File: config.mk
export PLATFORM = sky130hd
export DESIGN_NAME = postfix_expression_evaluator_unit
export DESIGN_NICKNAME = d
export VERILOG_FILES = /design/src/rtl/core/pec_pkg.sv /design/src/rtl/core/pec_stack.sv /design/src/rtl/core/pec_alu.sv /design/src/rtl/core/postfix_expression_evaluator_unit.sv
export SDC_FILE = /design/constraint.sdc
export NUM_CORES = 2
export LEC_CHECK = 0
export BUFFER_PORTS_ARGS = -buffer_cell sky130_fd_sc_hd__buf_2
export CORE_UTILIZATION = 30
export CTS_BUF_LIST = sky130_fd_sc_hd__clkbuf_16
export DETAILED_ROUTE_END_ITERATION = 12
export GPL_ROUTABILITY_DRIVEN = 0
export PLACE_DENSITY = 0.43
export SETUP_SLACK_MARGIN = 0.02
export SKIP_CTS_REPAIR_TIMING = 1
export SYNTH_ARGS = -nofsm -noshare
export SYNTH_HDL_FRONTEND = slang
export SYNTH_SLANG_ARGS = --single-unit
File: constraint.sdc
create_clock -name clk -period 12.5 [get_ports clk]
set_input_delay 0.625 -clock clk [delete_from_list [all_inputs] [get_ports clk]]
set_output_delay 0.625 -clock clk [all_outputs]
set_load 0.03 [all_outputs]
File: src/rtl/core/pec_pkg.sv
// ----------------------------------------------------------------------------
// pec_pkg
// Shared codes for the postfix expression evaluator: symbols, status codes
// and the arithmetic unit's operation select and handshake structs.
// ----------------------------------------------------------------------------
package pec_pkg;

	localparam logic [7:0] SYM_ADD  = 8'h2B;	// '+'
	localparam logic [7:0] SYM_SUB  = 8'h2D;	// '-'
	localparam logic [7:0] SYM_MUL  = 8'h2A;	// '*'
	localparam logic [7:0] SYM_DIV  = 8'h2F;	// '/'
	localparam logic [31:0] DIGIT_BIAS = 32'd48;

	localparam logic [1:0] ST_OK    = 2'd0;
	localparam logic [1:0] ST_UNDER = 2'd1;
	localparam logic [1:0] ST_OVER  = 2'd2;
	localparam logic [1:0] ST_DIVZ  = 2'd3;

	typedef enum logic [1:0] {
		ALU_ADD,
		ALU_SUB,
		ALU_MUL,
		ALU_DIV
	} alu_op_t;

	typedef struct packed {
		logic    start;
		alu_op_t op;
	} alu_req_t;

	typedef struct packed {
		logic done;
		logic divz;
	} alu_rsp_t;

endpackage

File: src/rtl/core/pec_stack.sv
// ----------------------------------------------------------------------------
// pec_stack
// Operand stack storage: one write port, one read port, registered read data.
// ----------------------------------------------------------------------------
module pec_stack #(
	parameter int DEPTH = 16,
	parameter int AW    = 4
) (
	input  logic          clk,
	input  logic          wr_en,
	input  logic [AW-1:0] wr_addr,
	input  logic [31:0]   wr_data,
	input  logic          rd_en,
	input  logic [AW-1:0] rd_addr,
	output logic [31:0]   rd_data
);

	logic [31:0] mem [DEPTH];

	always_ff @(posedge clk) begin
		if (wr_en) begin
			mem[wr_addr] <= wr_data;
		end
	end

	// data holds until the next read
	always_ff @(posedge clk) begin
		if (rd_en) begin
			rd_data <= mem[rd_addr];
		end
	end

endmodule

File: src/rtl/core/pec_alu.sv
// ----------------------------------------------------------------------------
// pec_alu
// Shared arithmetic unit: add, subtract and multiply with a registered result,
// signed truncating divide by a restoring loop, one quotient bit per cycle.
// ----------------------------------------------------------------------------
module pec_alu
	import pec_pkg::*;
(
	input  logic        clk,
	input  logic        arst_n,
	input  alu_req_t    req,
	input  logic [31:0] a,
	input  logic [31:0] b,
	output alu_rsp_t    rsp,
	output logic [31:0] result
);

	typedef enum logic [1:0] {
		A_IDLE,
		A_DIV,
		A_FIX
	} astate_t;

	astate_t     state_q;
	logic [4:0]  step_q;
	logic [32:0] rem_q;
	logic [31:0] quo_q;
	logic [31:0] div_b_q;
	logic        neg_q;
	logic        done_q;
	logic        divz_q;
	logic [31:0] result_q;

	logic [31:0] mag_a;
	logic [31:0] mag_b;
	logic [32:0] shifted;
	logic [32:0] trial;

	assign mag_a   = a[31] ? (32'd0 - a) : a;
	assign mag_b   = b[31] ? (32'd0 - b) : b;
	assign shifted = {rem_q[31:0], quo_q[31]};
	assign trial   = shifted - {1'b0, div_b_q};

	always_ff @(posedge clk or negedge arst_n) begin
		if (!arst_n) begin
			state_q <= A_IDLE;
			done_q  <= 1'b0;
			divz_q  <= 1'b0;
		end else begin
			done_q <= 1'b0;
			case (state_q)
				A_IDLE: begin
					if (req.start) begin
						divz_q <= 1'b0;
						case (req.op)
							ALU_ADD: begin
								result_q <= a + b;
								done_q   <= 1'b1;
							end
							ALU_SUB: begin
								result_q <= a - b;
								done_q   <= 1'b1;
							end
							ALU_MUL: begin
								result_q <= a * b;
								done_q   <= 1'b1;
							end
							default: begin
								if (b == 32'd0) begin
									result_q <= 32'd0;
									divz_q   <= 1'b1;
									done_q   <= 1'b1;
								end else begin
									rem_q   <= 33'd0;
									quo_q   <= mag_a;
									div_b_q <= mag_b;
									neg_q   <= a[31] ^ b[31];
									step_q  <= 5'd0;
									state_q <= A_DIV;
								end
							end
						endcase
					end
				end
				A_DIV: begin
					if (!trial[32]) begin
						rem_q <= trial;
						quo_q <= {quo_q[30:0], 1'b1};
					end else begin
						rem_q <= shifted;
						quo_q <= {quo_q[30:0], 1'b0};
					end
					step_q <= step_q + 5'd1;
					if (step_q == 5'd31) begin
						state_q <= A_FIX;
					end
				end
				A_FIX: begin
					result_q <= neg_q ? (32'd0 - quo_q) : quo_q;
					done_q   <= 1'b1;
					state_q  <= A_IDLE;
				end
				default: begin
					state_q <= A_IDLE;
				end
			endcase
		end
	end

	assign rsp.done = done_q;
	assign rsp.divz = divz_q;
	assign result   = result_q;

endmodule

File: src/rtl/core/postfix_expression_evaluator_unit.sv
// ----------------------------------------------------------------------------
// postfix_expression_evaluator_unit
// Postfix (RPN) evaluator over a bounded 32-bit operand stack, with a shared
// arithmetic unit driven by a small sequencer.
// ----------------------------------------------------------------------------
//
//  channel | handshake            | word
//  --------+----------------------+----------------------------------------
//  input   | in_valid / in_ready  | symbol[7:0], end_of_expr
//  output  | out_valid / out_ready| value[31:0] (signed), status[1:0],
//          |                      | leftover[4:0]
//
//  Digit word: accept, then push.
//  Operator + - *: accept, pop right, pop left, launch the unit, wait, push; /
//  waits on the one-bit-per-cycle divide loop in the shared arithmetic unit.
//  End-of-expression word: the final pop and the output load follow its push.
//  Reset clears the sequencer, stack count and sticky status; no clearing pass.
//  in_ready is low while a word is being worked on; a result that is not taken
//  holds only the final load of the next end-of-expression word.
//
module postfix_expression_evaluator_unit
	import pec_pkg::*;
#(
	parameter int STACK_DEPTH = 16
) (
	input  logic               clk,
	input  logic               arst_n,
	input  logic               in_valid,
	output logic               in_ready,
	input  logic [7:0]         symbol,
	input  logic               end_of_expr,
	output logic               out_valid,
	input  logic               out_ready,
	output logic signed [31:0] value,
	output logic [1:0]         status,
	output logic [4:0]         leftover
);

	localparam int AW = (STACK_DEPTH > 1) ? $clog2(STACK_DEPTH) : 1;
	localparam int CW = $clog2(STACK_DEPTH + 1);
	localparam logic [CW-1:0] DEPTH_C = CW'(STACK_DEPTH);

	typedef enum logic [2:0] {
		S_IDLE,
		S_RHS,		// pop right operand
		S_LHS,		// take right operand, pop left operand
		S_ALU,		// launch shared unit
		S_WAIT,		// wait for the unit
		S_PUSH,		// push result or digit
		S_FIN_RD,	// final pop
		S_FIN_LD	// load output word, clear stack
	} state_t;

	state_t        state_q;
	logic [CW-1:0] count_q;
	logic [1:0]    sticky_q;
	logic          last_q;
	alu_op_t       op_q;
	logic [31:0]   push_q;
	logic [31:0]   rhs_q;
	logic          rhs_mem_q;	// right operand comes from the read port
	logic          lhs_mem_q;
	logic          fin_mem_q;

	logic          out_valid_q;
	logic [31:0]   value_q;
	logic [1:0]    status_q;
	logic [4:0]    leftover_q;

	logic          is_op;
	alu_op_t       dec_op;
	logic          empty;
	logic [AW-1:0] top_addr;

	logic          rd_en;
	logic          wr_en;
	logic [31:0]   rd_data;

	alu_req_t      alu_req;
	alu_rsp_t      alu_rsp;
	logic [31:0]   alu_result;
	logic [31:0]   lhs_val;
	logic [31:0]   cnt_ext;

	// first error wins
	function automatic logic [1:0] note_err(input logic [1:0] cur, input logic [1:0] code);
		return (cur == ST_OK) ? code : cur;
	endfunction

	always_comb begin
		is_op  = 1'b1;
		dec_op = ALU_ADD;
		case (symbol)
			SYM_ADD: dec_op = ALU_ADD;
			SYM_SUB: dec_op = ALU_SUB;
			SYM_MUL: dec_op = ALU_MUL;
			SYM_DIV: dec_op = ALU_DIV;
			default: is_op = 1'b0;
		endcase
	end

	assign empty    = (count_q == '0);
	assign top_addr = AW'(count_q - CW'(1));
	assign in_ready = (state_q == S_IDLE);

	assign rd_en = ((state_q == S_RHS) || (state_q == S_LHS) || (state_q == S_FIN_RD))
		&& !empty;
	assign wr_en = (state_q == S_PUSH) && (count_q < DEPTH_C);

	// popped left operand: read data, or -1 after an underflow
	assign lhs_val     = lhs_mem_q ? rd_data : 32'hFFFF_FFFF;
	assign alu_req.start = (state_q == S_ALU);
	assign alu_req.op    = op_q;
	assign cnt_ext     = 32'(count_q);

	pec_stack #(
		.DEPTH (STACK_DEPTH),
		.AW    (AW)
	) u_stack (
		.clk     (clk),
		.wr_en   (wr_en),
		.wr_addr (AW'(count_q)),
		.wr_data (push_q),
		.rd_en   (rd_en),
		.rd_addr (top_addr),
		.rd_data (rd_data)
	);

	pec_alu u_alu (
		.clk    (clk),
		.arst_n (arst_n),
		.req    (alu_req),
		.a      (lhs_val),
		.b      (rhs_q),
		.rsp    (alu_rsp),
		.result (alu_result)
	);

	always_ff @(posedge clk or negedge arst_n) begin
		if (!arst_n) begin
			state_q     <= S_IDLE;
			count_q     <= '0;
			sticky_q    <= ST_OK;
			out_valid_q <= 1'b0;
		end else begin
			// final load handles its own output handoff
			if (out_valid_q && out_ready && (state_q != S_FIN_LD)) begin
				out_valid_q <= 1'b0;
			end
			case (state_q)
				S_IDLE: begin
					if (in_valid) begin
						last_q <= end_of_expr;
						op_q   <= dec_op;
						push_q <= 32'(symbol) - DIGIT_BIAS;
						state_q <= is_op ? S_RHS : S_PUSH;
					end
				end
				S_RHS: begin
					rhs_mem_q <= !empty;
					if (empty) begin
						sticky_q <= note_err(sticky_q, ST_UNDER);
					end else begin
						count_q <= count_q - CW'(1);
					end
					state_q <= S_LHS;
				end
				S_LHS: begin
					rhs_q     <= rhs_mem_q ? rd_data : 32'hFFFF_FFFF;
					lhs_mem_q <= !empty;
					if (empty) begin
						sticky_q <= note_err(sticky_q, ST_UNDER);
					end else begin
						count_q <= count_q - CW'(1);
					end
					state_q <= S_ALU;
				end
				S_ALU: begin
					state_q <= S_WAIT;
				end
				S_WAIT: begin
					if (alu_rsp.done) begin
						push_q <= alu_result;
						if (alu_rsp.divz) begin
							sticky_q <= note_err(sticky_q, ST_DIVZ);
						end
						state_q <= S_PUSH;
					end
				end
				S_PUSH: begin
					if (count_q < DEPTH_C) begin
						count_q <= count_q + CW'(1);
					end else begin
						sticky_q <= note_err(sticky_q, ST_OVER);
					end
					state_q <= last_q ? S_FIN_RD : S_IDLE;
				end
				S_FIN_RD: begin
					fin_mem_q <= !empty;
					if (empty) begin
						sticky_q <= note_err(sticky_q, ST_UNDER);
					end else begin
						count_q <= count_q - CW'(1);
					end
					state_q <= S_FIN_LD;
				end
				S_FIN_LD: begin
					// wait for the output register to free up
					if (!out_valid_q || out_ready) begin
						out_valid_q <= 1'b1;
						value_q     <= fin_mem_q ? rd_data : 32'hFFFF_FFFF;
						status_q    <= sticky_q;
						leftover_q  <= (cnt_ext > 32'd31) ? 5'd31 : cnt_ext[4:0];
						count_q     <= '0;
						sticky_q    <= ST_OK;
						state_q     <= S_IDLE;
					end
				end
				default: begin
					state_q <= S_IDLE;
				end
			endcase
		end
	end

	assign out_valid = out_valid_q;
	assign value     = signed'(value_q);
	assign status    = status_q;
	assign leftover  = leftover_q;

`ifndef SYNTH
	a_count_bound: assert property (@(posedge clk) disable iff (!arst_n)
		count_q <= DEPTH_C)
		else $error("stack count beyond depth");

	a_alu_done_wait: assert property (@(posedge clk) disable iff (!arst_n)
		alu_rsp.done |-> state_q == S_WAIT)
		else $error("arithmetic unit done outside wait state");

	a_accept_busy: assert property (@(posedge clk) disable iff (!arst_n)
		(in_valid && in_ready) |=> state_q != S_IDLE)
		else $error("sequencer idle after accepting a word");

	a_out_from_load: assert property (@(posedge clk) disable iff (!arst_n)
		$rose(out_valid) |-> $past(state_q) == S_FIN_LD)
		else $error("output word loaded outside final load");
`endif

endmodule
==> flow_summary.yaml <==
yosys:
  synth_cells: 4202
  synth_edf_count: 787
  synthesis.area_um2: 52460
  ys_types: 74
  synth_top_area_share_pct: 45.05
  yosys_warnings: 0
  synth_common_cells: "787 x edfxtp_1, 457 x inv_1, 426 x nand2_1"
  netlist_top_cells_area: "edfxtp_1 45%, fa_1 16%, mux4_2 6.9%, ha_1 4.7%, and2_1 3.9%"
  yosys.area.top_type: "edfxtp_1"
  yosysSeqAreaShare_pct: 45.76
  synth-async-reset-ratio_pct: 1.870
  syn_avg_cell_area_um2: 12.49
  synth_seq_cells: 802
  synthFlopType: "edfxtp_1"
  synth.net_count: 4824
  synth_most_common_cell: "edfxtp_1"
critical_path:
  cp_slowest_cell: "edfxtp_1"
  start_kind: "flip-flop"
  arrival_ps: 9000
  crit_buf_inv: 3
  crit_chain: "buf_4, nand2b_1, and2_1, fa_1, inv_1, fa_1, fa_1, fa_1, inv_1, fa_1, fa_1, fa_1, fa_1, ha_1, nand4_1, or3_1, o21ai_0, nand3_1, nand2_1, xor2_1, a311oi_1, a21oi_1"
  max_stage_delay_ps: 780
  cp.required_ps: 12900
  reg2regPathDepth: 22
  worst_setup_path_end_kind: "flip-flop"
  regToRegSetupSlack_ps: 3900
  r2r_start: "lhs_mem_q"
  worstSetupPathType: "reg -> reg"
  reg2reg_to: "u_alu.result[27]"
  cp_max_fo: 20
  crit_top_cell: "fa_1"
  critPathTopFamily: "adder cells"
cts:
  clkSinkCount: 802
  cts_inserted_buffers: 92
  clk_pin_slew_ps: 60
  cts-root-buf: "clkbuf_16"
  clock_latency_ps: 700
  h-tree-depth: 3
  clockBufferDepth: 3
  cts_tree: "built"
layout:
  area_delta_synth_final_pct: 11.82
  final_layout_size_suffix_gt1_share_pct: 11.97
  fillers: 17230
  nNetsFinal: 4830
grt:
  grt_start_max_net_pins: 61
  grt_antenna_before_repair: 14
  first_global_vias: 34490
  grt-ovfl-total: 0
  grt_pass1_wl_mm: 240.0
  grt_use_total_pct: 18.62
detailed_routing:
  num_vias: 32360
  wl_per_cell_um: 24.45
  wl_mm: 161.7
  postRouteAntennaNets: 0
  drt_first_pass_iters: 5
  post-route-drc-count: 0
  drt_iter0_drc: 2349
  via_per_inst: 4.892
placed_design:
  numPortBuffers: 53
  place_ws_ps: 3906
  hpwlAfterDp_mm: 107.9
timing:
  hold_ws_ps: 122.9
  timing.final.hold_violations: 0
  fin_crit_sh_pct: 68.79
  fin_crit_ps: 8599
  maxClockFrequency_mhz: 116.3
  rsz0062_at_grt: "no"
  setup_violations: 0
  worstMarginPinSlew_ps: 992.9
  fin_ws_ps: 3901
  fin_skew_ps: 37.67
  finalSetupTns_ps: 0
  relSlewSlack_pct: 32.10
  final-max-slew-violation-count: 0
floorplanning:
  pin_count: 54
  fp.dieW_um: 420.2
  die_h_um: 420.2
  core_um2: 173800
  die_area_um2: 176600
  rows: 153
  initial_utilization_pct: 30.18
min_path:
  hold_depth: 1
  min_from: "end_of_expr"
  min_to: "last_q"
  worstHoldPathType: "in -> reg"
run:
  drv_cap: 0
outcome:
  status: "finished, final reports clean"
## layer usage
metal / part of all wire [%] / global-route usage [%]
met1: 44 / 24.58
met2: 50 / 32.44
met3: 3.6 / 1.952
met4: 2.2 / 4.795
met5: 0.0080 / 0
## worst register-to-register path, cell delays in order, from the launching register on
cell	delay (ps)
edfxtp_1	780
buf_4	380
nand2b_1	480
and2_1	390
fa_1	540
inv_1	50
fa_1	500
fa_1	440
fa_1	540
inv_1	50
fa_1	490
fa_1	510
fa_1	540
fa_1	430
ha_1	410
nand4_1	160
or3_1	320
o21ai_0	620
nand3_1	140
nand2_1	110
xor2_1	80
a311oi_1	290
a21oi_1	70
## layout by cell type (no fill, tap or decap), types with 8 or more instances in the layout
cell and count:
buf_4 101, a221oi_1 15, ha_1 198, clkinv_1 15, o21ai_0 114, xor2_1 98
nand2b_1 119, clkbuf_16 93, o21bai_1 12, fa_1 410, o22ai_1 12, nor2b_1 14
nor4_1 13, nor2_1 101, or4_1 9, xnor2_1 154, nand4_1 8, dfrtp_1 14
clkinv_2 16, a211oi_1 17, buf_2 53, and3_1 16, nor3_1 32, nand3_1 29
a31oi_1 15, bufinv_16 9, mux4_2 160, o21a_1 21, o31ai_1 33, inv_1 477
a21boi_0 11, clkinvlp_4 9, and2_2 12, and2_1 314, a21o_1 45, nand2_1 426
or3_1 21, edfxtp_1 787, a21oi_1 145
## logic make-up (layout without fill, tap and decap cells)
group                    after synthesis  count (layout)  synth area share (%)
AO/OA/AOI/OAI                        503             503                 6.103
adder cells (fa/ha/maj)              609             609                 20.39
flip-flops                           802             802                 45.76
other                                  0               4                     0
XOR/XNOR                             257             257                 4.317
AND/OR/NAND/NOR                     1163            1163                 11.37
buffers and inverters                700             783                 5.018
multiplexers                         168             168                 7.036
## layout make-up
cell class	count	area (um2)	area share, %
flip-flops and latches	802	24010	40.93
inverters	457	1715	2.924
well taps	2325	2909	4.959
clock inverters	78	693.2	1.182
clock buffers	93	2327	3.967
diodes	4	10.01	0.01706
multi-input cells	2700	25960	44.26
repair buffers	155	1033	1.762
## registers in the layout, summed over array words and instances (netlist names), 2 cells and up
register         cells
op_q                 2
u_stack.rd_data     32
u_alu.result        32
u_alu.state_q        2
u_alu.div_b_q       32
sticky_q             2
u_alu.step_q         5
rhs_q               32
u_stack.mem        512
status               2
leftover             5
push_q              32
state_q              3
u_alu.quo_q         32
count_q              5
u_alu.rem_q         32
value               32
## through the flow
step	std cells	util, %	area [um2]
after floorplan	4202	-	52460
after global placement	6438	32.00	55620
after detailed placement	6438	32.00	55620
after CTS	6609	33.74	58640
after global routing	6611	33.74	58660
final	6614	33.75	58660
## worst max-delay path by stage
stage	start	end	cells after the start
3_5_place_dp	lhs_mem_q	u_alu.result[27]	22
3_3_place_gp	lhs_mem_q	u_alu.result[27]	22
4_1_cts	lhs_mem_q	u_alu.result[27]	22
2_1_floorplan	lhs_mem_q	u_alu.result[29]	28
5_1_grt	lhs_mem_q	u_alu.result[28]	24
6_report	lhs_mem_q	u_alu.result[27]	22
Power is left out: the tool's default activity adds up to more than one toggle a clock period on the data nets, which glitch-free logic cannot reach.
